## config.mk

```make
export PLATFORM = sky130hd
export DESIGN_NAME = pfbd_delay
export DESIGN_NICKNAME = d
export VERILOG_FILES = /design/src/rtl/phase_field_bulk_derivative_macros.svh /design/src/rtl/pfbd_delay.sv
export SDC_FILE = /design/constraint.sdc
export NUM_CORES = 1
export LEC_CHECK = 0
export BUFFER_PORTS_ARGS = -buffer_cell sky130_fd_sc_hd__buf_2
export CAP_MARGIN = 20
export CORE_MARGIN = 2
export CORE_UTILIZATION = 29
export DETAILED_ROUTE_END_ITERATION = 8
export PLACE_DENSITY = 0.7
export SYNTH_ARGS = -nofsm -noshare
export SYNTH_HDL_FRONTEND = slang
export SYNTH_SLANG_ARGS = --single-unit
```

## constraint.sdc

```tcl
create_clock -name clk -period 0.8 [get_ports clk]
set_input_delay 0.16 -clock clk [delete_from_list [all_inputs] [get_ports clk]]
set_output_delay 0.16 -clock clk [all_outputs]
set_load 0.1 [all_outputs]
```

## src/rtl/phase_field_bulk_derivative_macros.svh

```systemverilog
// ----------------------------------------------------------------------------
// Assertion macros for the bulk free-energy derivative pipeline.
// Each macro expects clk and rst_n in the scope where it is used.
// ----------------------------------------------------------------------------
`ifndef PHASE_FIELD_BULK_DERIVATIVE_MACROS_SVH
`define PHASE_FIELD_BULK_DERIVATIVE_MACROS_SVH

// Same-cycle implication.
`define PFBD_ASSERT_IMPL(label, ante, cons) \
    label: assert property (@(posedge clk) disable iff (!rst_n) (ante) |-> (cons)) \
        else $error("pfbd: check failed");

// Implication after a fixed number of cycles.
`define PFBD_ASSERT_DELAY(label, ante, n, cons) \
    label: assert property (@(posedge clk) disable iff (!rst_n) (ante) |-> ##n (cons)) \
        else $error("pfbd: delayed check failed");

`endif

```

## src/rtl/pfbd_delay.sv

```systemverilog
`timescale 1ns / 1ps
// ----------------------------------------------------------------------------
// pfbd_delay
// Fixed-length shift line that keeps side operands aligned with the pipeline.
// ----------------------------------------------------------------------------
module pfbd_delay #(
    parameter int unsigned W = 32,
    parameter int unsigned D = 1
) (
    input  logic         clk,
    input  logic [W-1:0] d,
    output logic [W-1:0] q
);

    logic [W-1:0] pipe_reg [D];

    always_ff @(posedge clk)
    begin
        pipe_reg[0] <= d;
        for (int k = 1; k < D; k++)
        begin
            pipe_reg[k] <= pipe_reg[k-1];
        end
    end

    assign q = pipe_reg[D-1];

endmodule

```

=== Word level (Yosys, flattened, before mapping) ===
Memories as Yosys holds them, arrays and structs flattened.
Cells that the tools add are included.
Widths: inputs -> output; s select.

* RAM bits: 32
* Memories kept: 1
* Register bits after elaboration: 0
* Output and inout port bits: 32
* Word-level logic and storage cells: 1

{| class="wikitable"
|+ Memories
! name !! depth !! bits a word !! read ports !! clocked after Yosys merged registers in !! wr ports !! RTL line !! text
|-
| pipe_reg || 1 || 32 || 1 || 0 || 1 || pfbd_delay.sv:15 || <nowiki>logic [W-1:0] pipe_reg [D];</nowiki>
|}

=== Longest topological paths before layout ===
* Depth in word-level cells: 0
* Mapped depth: 0

=== Least setup slack after synthesis ===
Ideal clock, no wire load.

* Kind: flip-flop to output port
* From: memory pipe_reg[0][0]
* To: output q[0]
* Stages on the path, launching flop included: 1
* Data arrival time: 0.909 ns
* Data required time: 0.640 ns
* Setup slack: -0.269 ns
* Path through: dfxtp_1

{| class="wikitable"
|+ RTL lines
! element !! RTL line !! text
|-
| start: declaration || pfbd_delay.sv:15 ||
|-
| end: declaration || pfbd_delay.sv:12 || <nowiki>output logic [W-1:0] q</nowiki>
|}

==> results.sh <==
export IMPL_multi_input_area_um2=0
export IMPL_core_area_mm2=0.00215
export IMPL_nNetsFinal=168
export IMPL_wl_um=1980
export IMPL_grt_max_degree=10
export IMPL_drive_gt1_share_pct=75.0
export IMPL_combPwrFrac_pct=30.7
export IMPL_cap_violations=0
export IMPL_io_pins=65
export IMPL_synthTopCellsByArea="dfxtp_1 100%"
export IMPL_setup_ws_ns=-0.201
export IMPL_period_share_pct=125
export IMPL_netlist_area_um2=641
export IMPL_p_per_area_mw_per_mm2=2030
export IMPL_start_util_pct=29.8
export IMPL_tightest_slew_ns=0.0825
export IMPL_place_hpwl_um=1200
export IMPL_synthToLayoutAreaGrowth_pct=196
export IMPL_start_kind="register"
export IMPL_cts_max_level=2
export IMPL_switching_share_pct=32.2
export IMPL_clk_path_buf_depth=2
export IMPL_num_multi_input_gates=0
export IMPL_worstPathCellList="buf_12"
export IMPL_routed_via_count=635
export IMPL_grt_pass1_wl_um=3170
export IMPL_fp_dieW_um=51
export IMPL_synth_fp_nets=65
export IMPL_vias_per_cell=3.87
export IMPL_firstDrtPassIters=2
export IMPL_ant_nets=0
export IMPL_synth_cell_types=1
export IMPL_drc=0
export IMPL_min_path_type="input pin to register"
export IMPL_setup_violations_final=32
export IMPL_slew_headroom_pct=94.5
export IMPL_crit_fanout=1
export IMPL_avgSynthCellArea_um2=20.0
export IMPL_antenna_found_initial=0
export IMPL_fmaxAchievable_mhz=999
export IMPL_hold_viol_final=0
export IMPL_yosys_warnings=0
export IMPL_rsz0062_at_grt="yes"
export IMPL_final_cell_count_no_fill=164
export IMPL_dpl_cell_count=124
export IMPL_cts_sinks=32
export IMPL_pwr_share_clk_pct=23.4
export IMPL_worst_setup_path_type="register to primary output"
export IMPL_synthesis_instances=32
export IMPL_grt_pass1_vias=677
export IMPL_yosysTopAreaCell="dfxtp_1"
export IMPL_largest_reg_flops=32
export IMPL_p_int_uw=2610
export IMPL_leakagePower_uw=0.000863
export IMPL_cts_root_buf="clkbuf_4"
export IMPL_drt_initial_drc_count=4
export IMPL_worstPathRequired_ns=0.64
export IMPL_period_minus_slack_ns=1.00
export IMPL_path_buf_inv=1
export IMPL_antenna_cells=0
export IMPL_grt_ovfl_total=0
export IMPL_cpPeakStageDelay_ns=0.35
export IMPL_cts_resized=0
export IMPL_violations="setup timing"
export IMPL_p_sw_uw=1240
export IMPL_synth_top_cell_area_share_pct=100
export IMPL_cts_tree="done"
export IMPL_fp_row_count=17
export IMPL_cp_data_arrival_time_ns=0.84
export IMPL_io_buffers=64
export IMPL_worst_path_dominant_cell_family="flip-flops"
export IMPL_clkTransAtPathRegs_ns=0.09
export IMPL_die_height_um=51
export IMPL_cts_buffers=5
export IMPL_dieArea_mm2=0.00260
export IMPL_pwr_share_seq_pct=45.9
export IMPL_ys_ff_latch=32
export IMPL_grt_usage_pct=17.9
export IMPL_synth_seq_area_share_pct=100
export IMPL_crit_path_top_delay_cell="dfxtp_2"
export IMPL_status="complete, but fails checks"
export IMPL_slew_violations=0
export IMPL_end_kind="primary output"
export IMPL_wl_per_cell_um=12.1
export IMPL_gp_congestion=0.581
export IMPL_holdWs_ns=0.475
export IMPL_ir_worst_vdd_uv=1940
-- cell type report --
type	instances	area, um^2
clock buffers	8	58.8
fillers	103	253
repair buffers	96	1120
flip-flops and latches	32	681
well taps	28	35.0
-- metrics by stage --
step | setup slack (ns) | util (%) | setup TNS (ns) | total power, uW | area [um^2]
after floorplan | 0.0142 | - | 0 | 2390 | 681
after global placement | 0.152 | 70.6 | 0 | 2850 | 1520
after detailed placement | 0.135 | 70.6 | 0 | 2860 | 1520
after CTS | -0.216 | 88.2 | -6.36 | 3880 | 1900
after global routing | -0.243 | 88.2 | -7.37 | 4010 | 1900
final | -0.201 | 88.2 | -6.09 | 3850 | 1900
-- Yosys cell counts --
cell / instances
dfxtp_1: 32
-- metal layers --
metal  vias up  track usage, %  part of all wire (%)
li1        304               -                     -
met1       292            15.7                    32
met2        34            34.2                    60
met3         5            5.26                   6.5
met4         0            12.2                   2.1
met5         -               0                     0
-- power by group through the flow --
stage	registers [uW]	logic, uW	clock network, uW
global route	1780	1210	1030
global placement	1800	1050	0
CTS	1770	1180	930
floorplan	2390	0	0
finish	1770	1180	901
detailed placement	1800	1060	0
-- cells by family (layout without fill, tap and decap cells) --
logic type / count (synthesis) / after routing / synth area share (%)
buffers and inverters: 0 / 104 / 0
flip-flops: 32 / 32 / 100
-- repair_timing --
action | in CTS | in global routing
endpoints found under the setup margin | 32 | 32
pin swaps | 0 | 0
endpoints found under the hold margin | 32 | 0
hold buffers | 32 | 0
buffers inserted | 0 | 0
-- final timing paths --
path	from	to	slack, ns	depth (start not counted)
setup / recovery	pipe_reg[0][10]	q[10]	-0.20	1
hold / removal	d[9]	pipe_reg[0][9]	0.48	2
-- cells in the final DEF (no fill, tap or decap) --
cell type      Yosys  routed
clkbuf_1           0       2
buf_2              0      32
clkbuf_8           0       1
clkbuf_4           0       5
dfxtp_2            0      32
buf_12             0      32
dlygate4sd3_1      0      32
Power figures use the tool's default switching activity.
