===== src/rtl/phase_field_bulk_derivative_macros.svh =====
// ----------------------------------------------------------------------------
// Assertion macros for the bulk free-energy derivative pipeline.
// Each macro expects clk and rst_n in the scope where it is used.
// ----------------------------------------------------------------------------
`ifndef PHASE_FIELD_BULK_DERIVATIVE_MACROS_SVH
`define PHASE_FIELD_BULK_DERIVATIVE_MACROS_SVH

// Same-cycle implication.
`define PFBD_ASSERT_IMPL(label, ante, cons) \
    label: assert property (@(posedge clk) disable iff (!rst_n) (ante) |-> (cons)) \
        else $error("pfbd: check failed");

// Implication after a fixed number of cycles.
`define PFBD_ASSERT_DELAY(label, ante, n, cons) \
    label: assert property (@(posedge clk) disable iff (!rst_n) (ante) |-> ##n (cons)) \
        else $error("pfbd: delayed check failed");

`endif


===== src/rtl/pfbd_pkg.sv =====
`timescale 1ns / 1ps
// ----------------------------------------------------------------------------
// pfbd_pkg
// Shared constants, log table and register codes for the bulk derivative.
// ----------------------------------------------------------------------------
package pfbd_pkg;

    localparam int unsigned FRAC_BITS = 24;
    localparam int unsigned DATA_W    = 32;
    // width of the concentration words fed to the log unit
    localparam int unsigned XW        = 34;
    localparam int unsigned MUL_LAT   = 4;
    localparam int unsigned LN_LAT    = 5;

    localparam logic signed [63:0] ONE     = 64'sd1 <<< FRAC_BITS;
    localparam logic signed [63:0] LIM     = 64'sh3FFF_FFFF_FFFF_FFFF;
    localparam logic signed [35:0] LN2_Q30 = 36'sd744261118;

    // ln(1 + k/16) in Q0.30
    localparam logic [29:0] LN_TAB [0:16] = '{
        30'd0,         30'd65095192,  30'd126468570, 30'd184522808,
        30'd239598564, 30'd291986604, 30'd341937091, 30'd389666807,
        30'd435364844, 30'd479197128, 30'd521310048, 30'd561833416,
        30'd600882877, 30'd638561895, 30'd674963409, 30'd710171213,
        30'd744261118
    };

    typedef enum logic [2:0] {
        REG_THERMAL = 3'd0,
        REG_EFV     = 3'd1,
        REG_EFG     = 3'd2,
        REG_BARRIER = 3'd3
    } cfg_reg_t;

endpackage


===== src/rtl/pfbd_mul.sv =====
`timescale 1ns / 1ps
// ----------------------------------------------------------------------------
// pfbd_mul
// Four-stage signed fixed-point multiplier: magnitude, 32x32 partial
// products, accumulate, truncate toward zero and saturate to +-(2^62 - 1).
// ----------------------------------------------------------------------------
module pfbd_mul #(
    parameter int unsigned AW = 32,
    parameter int unsigned BW = 32
) (
    input  logic               clk,
    input  logic signed [AW-1:0] a,
    input  logic signed [BW-1:0] b,
    output logic signed [63:0]   p
);

    localparam int unsigned NA = (AW + 31) / 32;
    localparam int unsigned NB = (BW + 31) / 32;
    localparam int unsigned PW = 32 * (NA + NB);
    localparam int unsigned QW = PW - pfbd_pkg::FRAC_BITS;
    localparam int unsigned CW = (QW > 64) ? QW : 64;

    logic [AW-1:0]      abs_a;
    logic [BW-1:0]      abs_b;
    logic [NA*32-1:0]   mag_a_reg;
    logic [NB*32-1:0]   mag_b_reg;
    logic [63:0]        pp_reg [NA][NB];
    logic [PW-1:0]      prod_next;
    logic [PW-1:0]      prod_reg;
    logic               neg1_reg;
    logic               neg2_reg;
    logic               neg3_reg;
    logic [CW-1:0]      q_ext;
    logic [63:0]        q_sat;
    logic signed [63:0] p_next;
    logic signed [63:0] p_reg;

    assign abs_a = a[AW-1] ? $unsigned(-a) : $unsigned(a);
    assign abs_b = b[BW-1] ? $unsigned(-b) : $unsigned(b);

    always_comb
    begin
        prod_next = '0;
        for (int i = 0; i < NA; i++)
        begin
            for (int j = 0; j < NB; j++)
            begin
                prod_next = prod_next + (PW'(pp_reg[i][j]) << (32 * (i + j)));
            end
        end
    end

    always_comb
    begin
        q_ext = CW'(prod_reg >> pfbd_pkg::FRAC_BITS);
        if (q_ext > CW'(pfbd_pkg::LIM))
        begin
            q_sat = pfbd_pkg::LIM;
        end
        else
        begin
            q_sat = q_ext[63:0];
        end
        p_next = neg3_reg ? -$signed(q_sat) : $signed(q_sat);
    end

    always_ff @(posedge clk)
    begin
        mag_a_reg <= (NA*32)'(abs_a);
        mag_b_reg <= (NB*32)'(abs_b);
        neg1_reg  <= a[AW-1] ^ b[BW-1];
        for (int i = 0; i < NA; i++)
        begin
            for (int j = 0; j < NB; j++)
            begin
                pp_reg[i][j] <= 64'(mag_a_reg[32*i +: 32]) * 64'(mag_b_reg[32*j +: 32]);
            end
        end
        neg2_reg <= neg1_reg;
        prod_reg <= prod_next;
        neg3_reg <= neg2_reg;
        p_reg    <= p_next;
    end

    assign p = p_reg;

endmodule


===== config.mk =====
export PLATFORM = sky130hd
export DESIGN_NAME = pfbd_mul
export DESIGN_NICKNAME = d
export VERILOG_FILES = /design/src/rtl/phase_field_bulk_derivative_macros.svh /design/src/rtl/pfbd_pkg.sv /design/src/rtl/pfbd_mul.sv
export SDC_FILE = /design/constraint.sdc
export NUM_CORES = 2
export LEC_CHECK = 0
export BUFFER_PORTS_ARGS = -buffer_cell sky130_fd_sc_hd__buf_2
export CAP_MARGIN = 20
export CORE_AREA = 2 2 324 326
export CTS_BUF_LIST = sky130_fd_sc_hd__clkbuf_8
export CTS_CLUSTER_DIAMETER = 80
export DETAILED_ROUTE_END_ITERATION = 10
export DIE_AREA = 0 0 326 328
export GPL_TIMING_DRIVEN = 0
export PLACE_DENSITY = 0.54
export SYNTH_ARGS = -nofsm -noshare
export SYNTH_HDL_FRONTEND = slang
export SYNTH_SLANG_ARGS = --single-unit

===== constraint.sdc =====
create_clock -name clk -period 7.9 [get_ports clk]
set_clock_uncertainty 0.1 [all_clocks]
set_input_delay 0.79 -clock clk [delete_from_list [all_inputs] [get_ports clk]]
set_output_delay 0.79 -clock clk [all_outputs]
set_load 0.02 [all_outputs]

# Word level (Yosys, flattened, before mapping)
# Memory sizes are Yosys's and may differ from the RTL's. A register that Yosys moved wholly into a read port is not among the register bits.
# Cells that the tools add are included.
[word_totals]
mem_bits_rw = 64
n_memories = 1
regBits = 131
output_inout_bits = 64
[mem_list]
columns = ["memory", "depth", "width", "rd", "rd_clocked_by_memory_dff", "wr", "line", "text"]
rows = [
  ["pp_reg", 1, 64, 1, 1, 1, "pfbd_mul.sv:27", "logic [63:0] pp_reg [NA][NB];"],
]
[op_classes]
n_mul = 1
magnitude_cmp = 1
n_bitwise = 1
n_addsub = 3
muxes = 4
[op_table]
columns = ["cell", "count"]
rows = [
  ["$mul A32 B32 Y64", 1],
  ["$mux W64", 1],
  ["$neg A32 Y32", 2],
  ["$neg A62 Y64", 1],
  ["$gt A40 B62 Y1 const B", 1],
  ["$mux W31", 2],
  ["$mux W62", 1],
  ["$xor A1 B1 Y1", 1],
]

# Logic depth before layout (Yosys ltp)
[depth]
ltp_word = 4
depth_mapped = 27
depth_no_buf = 26

# Worst setup path before layout
# OpenSTA, ideal clock, no wires.
[synth_timing]
kind = "register to register"
start = "register mag_b_reg[9]"
end = "memory pp_reg[0][59] (netlist bit)"
required_time_ns = 7.673
n_path_buf = 2
synth_period_minus_slack_ns = 7.176
setup_ns = 0.127
arrival_ns = 6.950
path_stages_with_launch = 24
setup_slack_ns = 0.724
cell_sequence = "dfxtp_1 > clkbuf_1 > and2_1 > fa_1 > fa_1 > inv_1 > fa_1 > fa_1 > inv_1 > fa_1 > fa_1 > fa_1 > fa_1 > ha_1 > clkbuf_1 > a21oi_1 > o21ai_0 > or2_2 > o21a_1 > o21ai_0 > o21bai_1 > nor2b_1 > o21ai_0 > xor2_1"
[synth_via]
elab_chain_cells = 1
[synth_rtl]
columns = ["element", "line", "text"]
rows = [
  ["from (decl)", "pfbd_mul.sv:26", "logic [NB*32-1:0] mag_b_reg;"],
  ["from (signal assigned)", "pfbd_mul.sv:70", "mag_b_reg <= (NB*32)'(abs_b);"],
  ["$mul A32 B32 Y64", "pfbd_mul.sv:76", "pp_reg[i][j] <= 64'(mag_a_reg[32*i +: 32]) * 64'(mag_b_reg[32*j +: 32]);"],
  ["to (decl)", "pfbd_mul.sv:27", ""],
]
# Every way passes these cells.

# Worst setup path after layout
[layout_timing]
start = "register mag_b_reg[7]"
end = "memory pp_reg[0][54] (netlist bit)"
# The elaborated chain is that of the path after synthesis.

==> results.md <==
* Vias/cell at 5.19
* Critical path launch point type: flip-flop
* Worst Hold Path Cells at 1
* FF-to-FF Start: mag_b_reg[7]$_DFF_P_
* Period utilization at 0.984
* Placed inst area at 41,600 µm²
* Routed vias at 29,719
* Most frequent cells in the layout: inv_1, fa_1, and2_1
* Clock Sinks at 211
* Largest net degree at the start of global routing at 13
* Critical path class: reg -> reg
* Grt ovf at 0
* CP endpoint kind: flip-flop
* Max Root-Sink Buffers at 3
* Distinct cells, synth at 54
* Hold_buf cts at 0
* Worst R2R Setup Slack at 0.12 ns
* Crit path required time at 8.33 ns
* DIE AREA at 107,000 µm²
* GRT Total Usage at 0.289
* Max-Cap Viols at 0
* Io pins at 129
* CTS Buf Count at 39
* Drt first-iter violations at 2,586
* Tightest Hold Check Type: in -> reg
* Filler cells at 10,219
* Critical Path AT at 8.20 ns
* Share of cells above drive strength 1 at 0.121
* Width of the die at 326 µm
* Cells after Synth at 4,119
* Synthesized area per cell at 9.48 µm²
* H-Tree Level Count at 2
* Initial core utilization at 0.378
* Worst-margin pin slew at 1.12 ns
* Status: finished clean
* Seq/Total Area, Yosys at 0.108
* Post-synth ARST share at 0
* DRT Wirelength at 153,000 µm
* Syn-to-layout area delta at 13.0%
* Yosys warns at 0
* First-pass GRT wire length at 219,000 µm
* Die H at 328 µm
* GPL Wtd Cong at 1.02
* WL/cell at 26.7 µm
* DP Wirelength at 127,000 µm
* Cell Area, Synth at 39,100 µm²
* Most common cell after layout, fill and taps aside: inv_1
* Worst-path maximum fanout at 11
* Clock-pin transition on the worst setup and hold timing paths at 0.06 ns
* Router iterations before antenna repair at 5
* Post-synth EDFFs at 0
* R2R depth at 24
* Clk_lat worst skew at 0.71 ns
* WHS Endpoint: mag_a_reg[0]$_DFF_P_
* Final Max Slew Viols at 0
* Core Box Area at 103,000 µm²
* Hold path start: a[0]
* Vias in the first global route at 30,957
* Post-layout net count at 5,536
* Final setup viols at 0
* Hold Vio Cnt, Final at 0
* Reg2reg end: pp_reg[0][54]$_DFF_P_
* Tmin final at 7.78 ns
* Port bufs at 128
* Antenna violations before repair at 24
* Synth Flop Type: dfxtp_1
* Finished Cell Area at 44,100 µm²
* Syn nets at 5,342
* #FFs+latches synth at 211
* Clock root buffer: clkbuf_8
* FMAX at 129 MHz
* Post-route ant nets at 0
* Drc violations at 0
* TritonCTS clock tree: done
* Number of flip-flops under the largest register name at 64
* Standard-cell rows at 118
* Slew headroom at 0.253
==> area by class of cell <==
class	instances	area (µm²)	share of cell area
multi-input combinational	2817	31100	0.704
sequential	211	4330	0.0981
inverter	876	3290	0.0745
buffer	211	1890	0.0429
tap	1380	1730	0.0391
timing repair buffer	157	993	0.0225
clock buffer	49	674	0.0153
clock inverter	18	139	0.00315
antenna	11	27.5	0.000624
==> per-stage QoR <==
stage               cells  hold slack [ns]   util   TNS, ns  setup slack (ns)
floorplan            4119            0.210      -         0             0.724
global placement     5627            0.210  0.401    -51.33             -2.33
detailed placement   5640            0.212  0.403    -49.33             -2.35
CTS                  5716            0.134  0.424  -0.00720          -0.00720
global route         5721            0.150  0.427  -0.00524          -0.00396
finish               5730            0.169  0.428         0             0.124
==> metal layers <==
| metal | vias to the layer above | GRT usage | wire length (µm) |
|---|---|---|---|
| met3 | 348 | 0.0940 | 18600 |
| met1 | 15247 | 0.395 | 62700 |
| met5 | - | 0 | 27 |
| li1 | 12531 | - | - |
| met2 | 1589 | 0.421 | 63700 |
| met4 | 4 | 0.120 | 7780 |
==> worst max-delay path by stage <==
stage | to | cells past startpoint | slack [ns] | from
after global placement | pp_reg[0][61]$_DFF_P_ | 24 | -2.33 | mag_b_reg[8]$_DFF_P_
after CTS | pp_reg[0][61]$_DFF_P_ | 25 | -0.007 | mag_b_reg[2]$_DFF_P_
after global routing | pp_reg[0][54]$_DFF_P_ | 24 | -0.004 | mag_a_reg[17]$_DFF_P_
after detailed placement | pp_reg[0][61]$_DFF_P_ | 24 | -2.35 | mag_b_reg[8]$_DFF_P_
final | pp_reg[0][54]$_DFF_P_ | 24 | 0.12 | mag_b_reg[7]$_DFF_P_
after floorplan | pp_reg[0][59]$_DFF_P_ | 23 | 0.72 | mag_b_reg[9]$_DFF_P_
==> repair_timing <==
item | CTS | global route
endpoints found under the setup margin | 39 | 21
resized for setup | 443 | 181
pin swaps | 12 | 13
buffers inserted | 11 | 5
==> cell usage after synthesis (all sizes together), types with 4 or more instances <==
cell type / number / area, µm²
o31ai: 22 / 179
nor2: 33 / 126
nand3: 18 / 90.1
nor2b: 6 / 37.5
a211oi: 4 / 30.0
or3: 12 / 90.1
inv: 876 / 3290
and2: 624 / 3900
o41ai: 16 / 140
fa: 895 / 17900
nand2: 475 / 1780
or4: 18 / 146
and3: 8 / 50.1
xnor2: 114 / 998
nor4: 13 / 81.3
o21bai: 10 / 75.1
o21a: 6 / 45.0
nand2b: 11 / 68.8
dfxtp: 211 / 4220
ha: 263 / 3290
nand4: 14 / 87.6
a21oi: 74 / 370
o21ai: 59 / 295
nor3: 15 / 80.1
clkbuf: 214 / 803
a21o: 28 / 210
xor2: 27 / 236
or2: 7 / 43.8
a31oi: 11 / 68.8
==> logic make-up (layout without fill, tap and decap cells) <==
kind of cell | count (synthesis) | count (layout) | share of synthesized area
XOR/XNOR | 141 | 141 | 0.0316
AND/OR/NAND/NOR | 1259 | 1259 | 0.170
adder cells (fa/ha/maj) | 1158 | 1158 | 0.543
buffers and inverters | 1091 | 1311 | 0.105
flip-flops | 211 | 211 | 0.108
AO/OA/AOI/OAI | 259 | 259 | 0.0425
other | 0 | 11 | 0
==> critical path, cell delays in order (launching register included) <==
cell	delay, ns
dfxtp_2	0.47
clkbuf_8	0.28
and2_1	0.16
fa_1	0.44
fa_1	0.50
fa_1	0.68
inv_1	0.09
fa_1	0.48
inv_1	0.05
fa_1	0.54
fa_1	0.59
fa_1	0.42
fa_1	0.50
ha_2	0.32
nand4_1	0.22
nor4_4	0.05
buf_4	0.16
a221oi_1	0.32
nand2b_2	0.19
o21ai_4	0.32
a21oi_4	0.13
buf_4	0.19
nor2_4	0.15
a21boi_0	0.12
xor2_1	0.15
Power is left out: the tool's default activity adds up to more than one toggle a clock period on the data nets, which glitch-free logic cannot reach.
