**src/rtl/phase_field_bulk_derivative_macros.svh**
```systemverilog
// ----------------------------------------------------------------------------
// Assertion macros for the bulk free-energy derivative pipeline.
// Each macro expects clk and rst_n in the scope where it is used.
// ----------------------------------------------------------------------------
`ifndef PHASE_FIELD_BULK_DERIVATIVE_MACROS_SVH
`define PHASE_FIELD_BULK_DERIVATIVE_MACROS_SVH

// Same-cycle implication.
`define PFBD_ASSERT_IMPL(label, ante, cons) \
    label: assert property (@(posedge clk) disable iff (!rst_n) (ante) |-> (cons)) \
        else $error("pfbd: check failed");

// Implication after a fixed number of cycles.
`define PFBD_ASSERT_DELAY(label, ante, n, cons) \
    label: assert property (@(posedge clk) disable iff (!rst_n) (ante) |-> ##n (cons)) \
        else $error("pfbd: delayed check failed");

`endif

```
**src/rtl/pfbd_pkg.sv**
```systemverilog
`timescale 1ns / 1ps
// ----------------------------------------------------------------------------
// pfbd_pkg
// Shared constants, log table and register codes for the bulk derivative.
// ----------------------------------------------------------------------------
package pfbd_pkg;

    localparam int unsigned FRAC_BITS = 24;
    localparam int unsigned DATA_W    = 32;
    // width of the concentration words fed to the log unit
    localparam int unsigned XW        = 34;
    localparam int unsigned MUL_LAT   = 4;
    localparam int unsigned LN_LAT    = 5;

    localparam logic signed [63:0] ONE     = 64'sd1 <<< FRAC_BITS;
    localparam logic signed [63:0] LIM     = 64'sh3FFF_FFFF_FFFF_FFFF;
    localparam logic signed [35:0] LN2_Q30 = 36'sd744261118;

    // ln(1 + k/16) in Q0.30
    localparam logic [29:0] LN_TAB [0:16] = '{
        30'd0,         30'd65095192,  30'd126468570, 30'd184522808,
        30'd239598564, 30'd291986604, 30'd341937091, 30'd389666807,
        30'd435364844, 30'd479197128, 30'd521310048, 30'd561833416,
        30'd600882877, 30'd638561895, 30'd674963409, 30'd710171213,
        30'd744261118
    };

    typedef enum logic [2:0] {
        REG_THERMAL = 3'd0,
        REG_EFV     = 3'd1,
        REG_EFG     = 3'd2,
        REG_BARRIER = 3'd3
    } cfg_reg_t;

endpackage

```
**src/rtl/pfbd_ln.sv**
```systemverilog
`timescale 1ns / 1ps
// ----------------------------------------------------------------------------
// pfbd_ln
// Five-stage natural log: leading-one search, normalize, table lookup,
// linear interpolation, rescale. A non-positive input gives zero.
// ----------------------------------------------------------------------------
module pfbd_ln (
    input  logic                          clk,
    input  logic signed [pfbd_pkg::XW-1:0] x,
    output logic signed [31:0]            y
);

    localparam int unsigned XW = pfbd_pkg::XW;
    localparam int unsigned SH = 30 - pfbd_pkg::FRAC_BITS;

    logic [5:0]         p_next;
    logic [5:0]         p_reg;
    logic [XW-1:0]      x_reg;
    logic [XW-1:0]      xn;
    logic [29:0]        f_reg;
    logic signed [6:0]  pe;
    logic signed [35:0] ep2_reg;
    logic signed [35:0] ep3_reg;
    logic [4:0]         idx;
    logic [4:0]         idx_hi;
    logic [29:0]        t_hi;
    logic [29:0]        tab_reg;
    logic [25:0]        d_reg;
    logic [25:0]        r_reg;
    logic [51:0]        dr_full;
    logic [25:0]        dr_reg;
    logic signed [36:0] base_reg;
    logic signed [37:0] v;
    logic signed [31:0] y_reg;
    logic [4:0]         pos_reg;

    always_comb
    begin
        p_next = '0;
        for (int k = 0; k < XW; k++)
        begin
            if (x[k])
            begin
                p_next = 6'(k);
            end
        end
    end

    // put the leading one at the top bit; the 30 bits below it are the fraction
    assign xn     = x_reg << (6'(XW - 1) - p_reg);
    assign pe     = $signed({1'b0, p_reg}) - 7'(pfbd_pkg::FRAC_BITS);
    assign idx    = {1'b0, f_reg[29:26]};
    assign idx_hi = idx + 5'd1;
    assign t_hi   = pfbd_pkg::LN_TAB[idx_hi];
    assign dr_full = 52'(d_reg) * 52'(r_reg);
    assign v      = 38'(base_reg) + $signed({12'b0, dr_reg});

    always_ff @(posedge clk)
    begin
        p_reg    <= p_next;
        x_reg    <= x;
        pos_reg  <= {pos_reg[3:0], (!x[XW-1] && (|x))};
        f_reg    <= xn[XW-2 -: 30];
        ep2_reg  <= 36'(pe) * pfbd_pkg::LN2_Q30;
        tab_reg  <= pfbd_pkg::LN_TAB[idx];
        d_reg    <= 26'(t_hi - pfbd_pkg::LN_TAB[idx]);
        r_reg    <= f_reg[25:0];
        ep3_reg  <= ep2_reg;
        dr_reg   <= dr_full[51:26];
        base_reg <= 37'(ep3_reg) + $signed({7'b0, tab_reg});
        // arithmetic shift rounds toward minus infinity
        y_reg    <= pos_reg[3] ? 32'(v >>> SH) : 32'sd0;
    end

    assign y = y_reg;

endmodule

```
**config.mk**
```make
export PLATFORM = sky130hd
export DESIGN_NAME = pfbd_ln
export DESIGN_NICKNAME = d
export VERILOG_FILES = /design/src/rtl/phase_field_bulk_derivative_macros.svh /design/src/rtl/pfbd_pkg.sv /design/src/rtl/pfbd_ln.sv
export SDC_FILE = /design/constraint.sdc
export NUM_CORES = 2
export LEC_CHECK = 0
export BUFFER_PORTS_ARGS = -buffer_cell sky130_fd_sc_hd__clkbuf_2
export CAP_MARGIN = 30
export CORE_ASPECT_RATIO = 0.9
export CORE_MARGIN = 2
export CORE_UTILIZATION = 60
export DETAILED_ROUTE_END_ITERATION = 6
export MAX_ROUTING_LAYER = met4
export PLACE_DENSITY = 0.88
export SYNTH_ARGS = -nofsm -noshare
export SYNTH_HDL_FRONTEND = slang
export SYNTH_SLANG_ARGS = --single-unit
```
**constraint.sdc**
```tcl
create_clock -name clk -period 6.4 [get_ports clk]
set_clock_uncertainty 0.05 [all_clocks]
set_input_delay 0.32 -clock clk [delete_from_list [all_inputs] [get_ports clk]]
set_output_delay 0.32 -clock clk [all_outputs]
set_load 0.005 [all_outputs]
```
* Word level (Yosys, flattened, before mapping)
Memory sizes are Yosys's and may differ from the RTL's. Cells that the tools add are included.
Word-level totals: register bits after elaboration 321, memory bits (read-only) 1920, input bits 35, output and inout bits 32, word-level logic and storage cells 68, memories 2
Memories:
- (name not given) | words 32, width 30, rd ports 1, clocked after memory_dff 0, write ports 0, line pfbd_ln.sv:66 | d_reg <= 26'(t_hi - pfbd_pkg::LN_TAB[idx]);
- (name not given) | words 32, width 30, rd ports 1, clocked after memory_dff 0, write ports 0, line pfbd_ln.sv:54 | assign t_hi = pfbd_pkg::LN_TAB[idx_hi];
Operators by class: add/subtract/negate cells 6, multipliers 2, magnitude comparators 2, shifts and indexed selects 1, muxes and demuxes 36, bitwise gates (word level) 2, reductions and logical operators 4
Operators by type and width (number):
- $mux 6 | 29
- $mux 30 | 2
- $mul 26x26->52 | 1
- $mux 26 | 2
- $add 37x27->38 | 1
- $add 36x31->37 | 1
- $mul 7x30->35 const B | 1
- $reduce_or 34->1 | 1
- $shl 34x6->33 | 1
- $sub 26x26->26 | 1
- $ge 6x6->1 const B | 2
- $sub 6x5->7 const B | 1
- $not 4->6 | 1
- $not 5->6 | 1
- $sub 6x6->6 const A | 1
- $add 4x1->5 const B | 1
- $mux 1 | 2
- $mux 2 | 1
- $reduce_or 2->1 | 1
- $logic_and 1x1->1 | 1
- $logic_not 1->1 | 1

* Logic depth before layout (Yosys ltp)
word-level depth 32, gate-level depth with buffers 28, gate-level depth less buffers 26

* Least setup slack after synthesis
OpenSTA, ideal clock, no wires.
path type register to register, from reg r_reg[5], to reg dr_reg[9], library setup time 0.119 ns, arrival 6.752 ns, slack -0.521 ns, cell stages (with the launch flop) 27, path buffers 2, cell sequence dfxtp_1 clkbuf_1 clkbuf_1 nand2_1 fa_1 inv_1 fa_1 inv_1 fa_1 fa_1 inv_1 fa_1 fa_1 inv_1 fa_1 inv_1 ha_1 a21o_1 a21o_1 a21o_1 o31ai_1 a31oi_2 a221o_1 a21oi_4 o21bai_2 a41o_1 xor2_1
On the way: word-level cells in the longest chain between the ends 1
Ends and longest elaborated chain:
- start: declaration | line pfbd_ln.sv:29 | logic [25:0] r_reg;
- start signal: assignment | line pfbd_ln.sv:67 | r_reg <= f_reg[25:0];
- $mul 26x26->52 | line pfbd_ln.sv:55 | assign dr_full = 52'(d_reg) * 52'(r_reg);
- net dr_full[35] | line pfbd_ln.sv:30 | logic [51:0] dr_full;
- end signal: assignment | line pfbd_ln.sv:69 | dr_reg <= dr_full[51:26];
- end: declaration | line pfbd_ln.sv:31 | logic [25:0] dr_reg;
The timed path passes the listed nets, and every way through them passes these cells. A chain may end at the register's enable or synchronous reset.

* Worst setup path after layout
from reg r_reg[4], to reg dr_reg[20]
Same word-level chain as after synthesis.

==> results.yml <==
outcome:
  status: "finished, violations left"
  violations: "negative setup slack"
global_route:
  grt_usage_pct: 32.9
  grt_pass1_wl_microns: 165000
  grt_pass1_vias: 31700
  grt_max_degree: 45
  grt_antenna_before_repair: 3
  grt_overflow: 0
drt:
  vias: 30200
  initialDrtViolationCount: 2637
  routed_wl_microns: 104000
  post_drt_wl_per_cell_microns: 19.9
  ant_nets: 0
  viasPerCell: 5.78
  first_pass_iters: 7
  drc: 0
yosys:
  synth_seq_cells: 320
  syn_inst: 4086
  synth_edf_count: 0
  async_flop_share_pct: 0
  synthFlopType: "dfxtp_1"
  synth_nets: 5102
  syn_area_per_cell_sq_um: 9.27
  yosys_warnings: 0
  yosysSeqAreaShare_pct: 16.9
  yosysUniqueCellTypes: 77
  netlist_area_sq_um: 37900
worst_setup_path:
  reg2reg_slack_ns: -0.54
  reg2regPathDepth: 23
  criticalPathCategory: "reg -> reg"
  arrival_ns: 7.36
  crit-reg2reg-launch: "r_reg[4]$_DFF_P_"
  end_kind: "flip-flop"
  crit_fanout: 8
  cp.required_ns: 6.82
  critPathLaunchType: "flip-flop"
  r2r-end: "dr_reg[20]$_DFF_P_"
worst_hold_path:
  min_from: "x[33]"
  holdCritPathClass: "in -> reg"
  min_to: "p_reg[5]$_SDFF_PN1_"
  hold_path_depth: 2
run:
  max-cap-violations: 0
floorplan:
  initial_core_util_pct: 60.5
  io_pins: 67
  coreArea_sq_um: 62600
  die_w_microns: 269
  dieArea_sq_um: 65200
  die_y_microns: 242
  core.rowCount: 87
place:
  dpl.hpwl_microns: 78700
  port_buffers: 66
  place_congestion: 1.02
timing:
  relSlewSlack_pct: 43.3
  finalSetupViolations: 22
  period_needed_ns: 6.94
  maxSlewViolCount: 0
  whs_ns: 0.0407
  period_share_pct: 108
  worst_slack_ns: -0.542
  worst_pin_slew_ns: 0.850
  hold_viol: 0
  fmax_mhz: 144
  rsz0062_at_grt: "true"
final_layout:
  drive_gt1_share_pct: 14.1
  largest_reg_flops: 37
  nNetsFinal: 5364
  nFillCells: 4188
  synthToLayoutAreaGrowth_pct: 15.3
clock_network:
  clockBufferDepth: 3
  cts_num_sinks: 320
  numCtsBuffers: 34
  cts_tree: "done"
  clock_latency_ns: 0.54
  h-tree-depth: 2
  cts.clk_slew.worst_paths_ns: 0.07
  cts-root-buf: "clkbuf_16"
## cells by family after synthesis
family	share of synthesized area (%)
AND/OR/NAND/NOR	15.5
buffers and inverters	8.86
adder cells (fa/ha/maj)	44.5
AO/OA/AOI/OAI	8.89
flip-flops	16.9
XOR/XNOR	3.35
multiplexers	2.03
## repair_timing
| action | in CTS | in global routing |
|---|---|---|
| gates cloned | 2 | 1 |
| hold endpoints to repair | 33 | 0 |
| pin swaps | 44 | 67 |
| gates resized for setup | 124 | 57 |
| hold buffers | 33 | 0 |
| setup buffers | 39 | 9 |
| endpoints found under the setup margin | 22 | 25 |
## worst max-delay path by stage
stage	start	endpoint	cells past startpoint
global placement	r_reg[2]$_DFF_P_	dr_reg[8]$_DFF_P_	24
finish	r_reg[4]$_DFF_P_	dr_reg[20]$_DFF_P_	23
detailed placement	r_reg[2]$_DFF_P_	dr_reg[25]$_DFF_P_	25
floorplan	r_reg[2]$_DFF_P_	dr_reg[9]$_DFF_P_	24
global route	r_reg[4]$_DFF_P_	dr_reg[20]$_DFF_P_	23
CTS	r_reg[7]$_DFF_P_	dr_reg[9]$_DFF_P_	25
## layer usage
| metal | vias up | wire, microns | global-route usage [%] | share of wire (%) |
|---|---|---|---|---|
| met1 | 14800 | 40300 | 41.2 | 39 |
| met4 | 0 | 4810 | 13.5 | 4.6 |
| met5 | - | 0 | - | 0 |
| met3 | 384 | 9520 | 6.46 | 9.1 |
| li1 | 13300 | - | - | - |
| met2 | 1664 | 49500 | 52.4 | 48 |
## synthesized netlist by cell type (35+ instances only)
cell,number,area (sq um)
clkbuf_1,152,571
dfxtp_1,320,6410
fa_1,611,12200
xor2_1,45,394
a21oi_1,150,751
nor2_1,148,556
ha_1,370,4630
nand2_1,428,1610
nor3_1,39,195
inv_1,726,2730
a21o_1,68,510
xnor2_1,100,876
o21ai_0,93,465
nand3_1,35,175
and2_1,404,2530
## per-stage QoR
stage                     TNS, ns  setup slack [ns]  instance area, sq um  instances  util, %
after floorplan                 0           0.00141                 38300       4086        -
after global placement      -6.30            -0.447                 41100       5073     65.7
after detailed placement    -8.89            -0.578                 41100       5075     65.7
after CTS                   -4.21            -0.336                 43400       5210     69.4
after global routing       -11.76            -0.686                 43700       5221     69.8
final                       -7.99            -0.542                 43700       5224     69.8
## cells in the final DEF (no fill, tap or decap), types with 32 or more instances in the layout
| cell | count |
|---|---|
| a21o_1 | 67 |
| a21oi_1 | 143 |
| and2_1 | 392 |
| buf_12 | 45 |
| buf_4 | 222 |
| clkbuf_16 | 35 |
| clkbuf_2 | 66 |
| dfxtp_1 | 288 |
| dlygate4sd3_1 | 33 |
| fa_1 | 583 |
| ha_1 | 356 |
| inv_1 | 699 |
| mux2i_1 | 32 |
| nand2_1 | 421 |
| nand3_1 | 35 |
| nor2_1 | 143 |
| nor3_1 | 39 |
| o21ai_0 | 89 |
| xnor2_1 | 97 |
| xor2_1 | 43 |
## critical path, stage by stage (launching register included)
cell and delay [ns]:
dfxtp_4 0.38, buf_6 0.13, and2_1 0.19, fa_1 0.54, fa_1 0.52, inv_2 0.05
fa_1 0.56, inv_2 0.04, fa_1 0.59, ha_4 0.22, fa_1 0.54, inv_1 0.05
fa_1 0.50, inv_2 0.06, ha_4 0.21, a21o_1 0.20, a2111oi_4 0.36, o21a_1 0.23
a31oi_4 0.19, a221oi_4 0.42, o211ai_1 0.19, a31o_2 0.31, a21oi_4 0.19, xnor2_2 0.13
## final cells by class
type / count / area (sq um) / area share (%)
Multi-Input combinational cell: 2873 / 28600 / 65.6
Clock inverter: 25 / 319 / 0.730
Inverter: 730 / 2740 / 6.27
Tap cell: 845 / 1060 / 2.42
Sequential cell: 320 / 6500 / 14.9
Clock buffer: 36 / 880 / 2.01
Timing Repair Buffer: 389 / 3530 / 8.08
Antenna cell: 6 / 15.0 / 0.0344
Power is not shown: default switching activity piles up to over one toggle a cycle in this logic, so the estimate is an artifact.
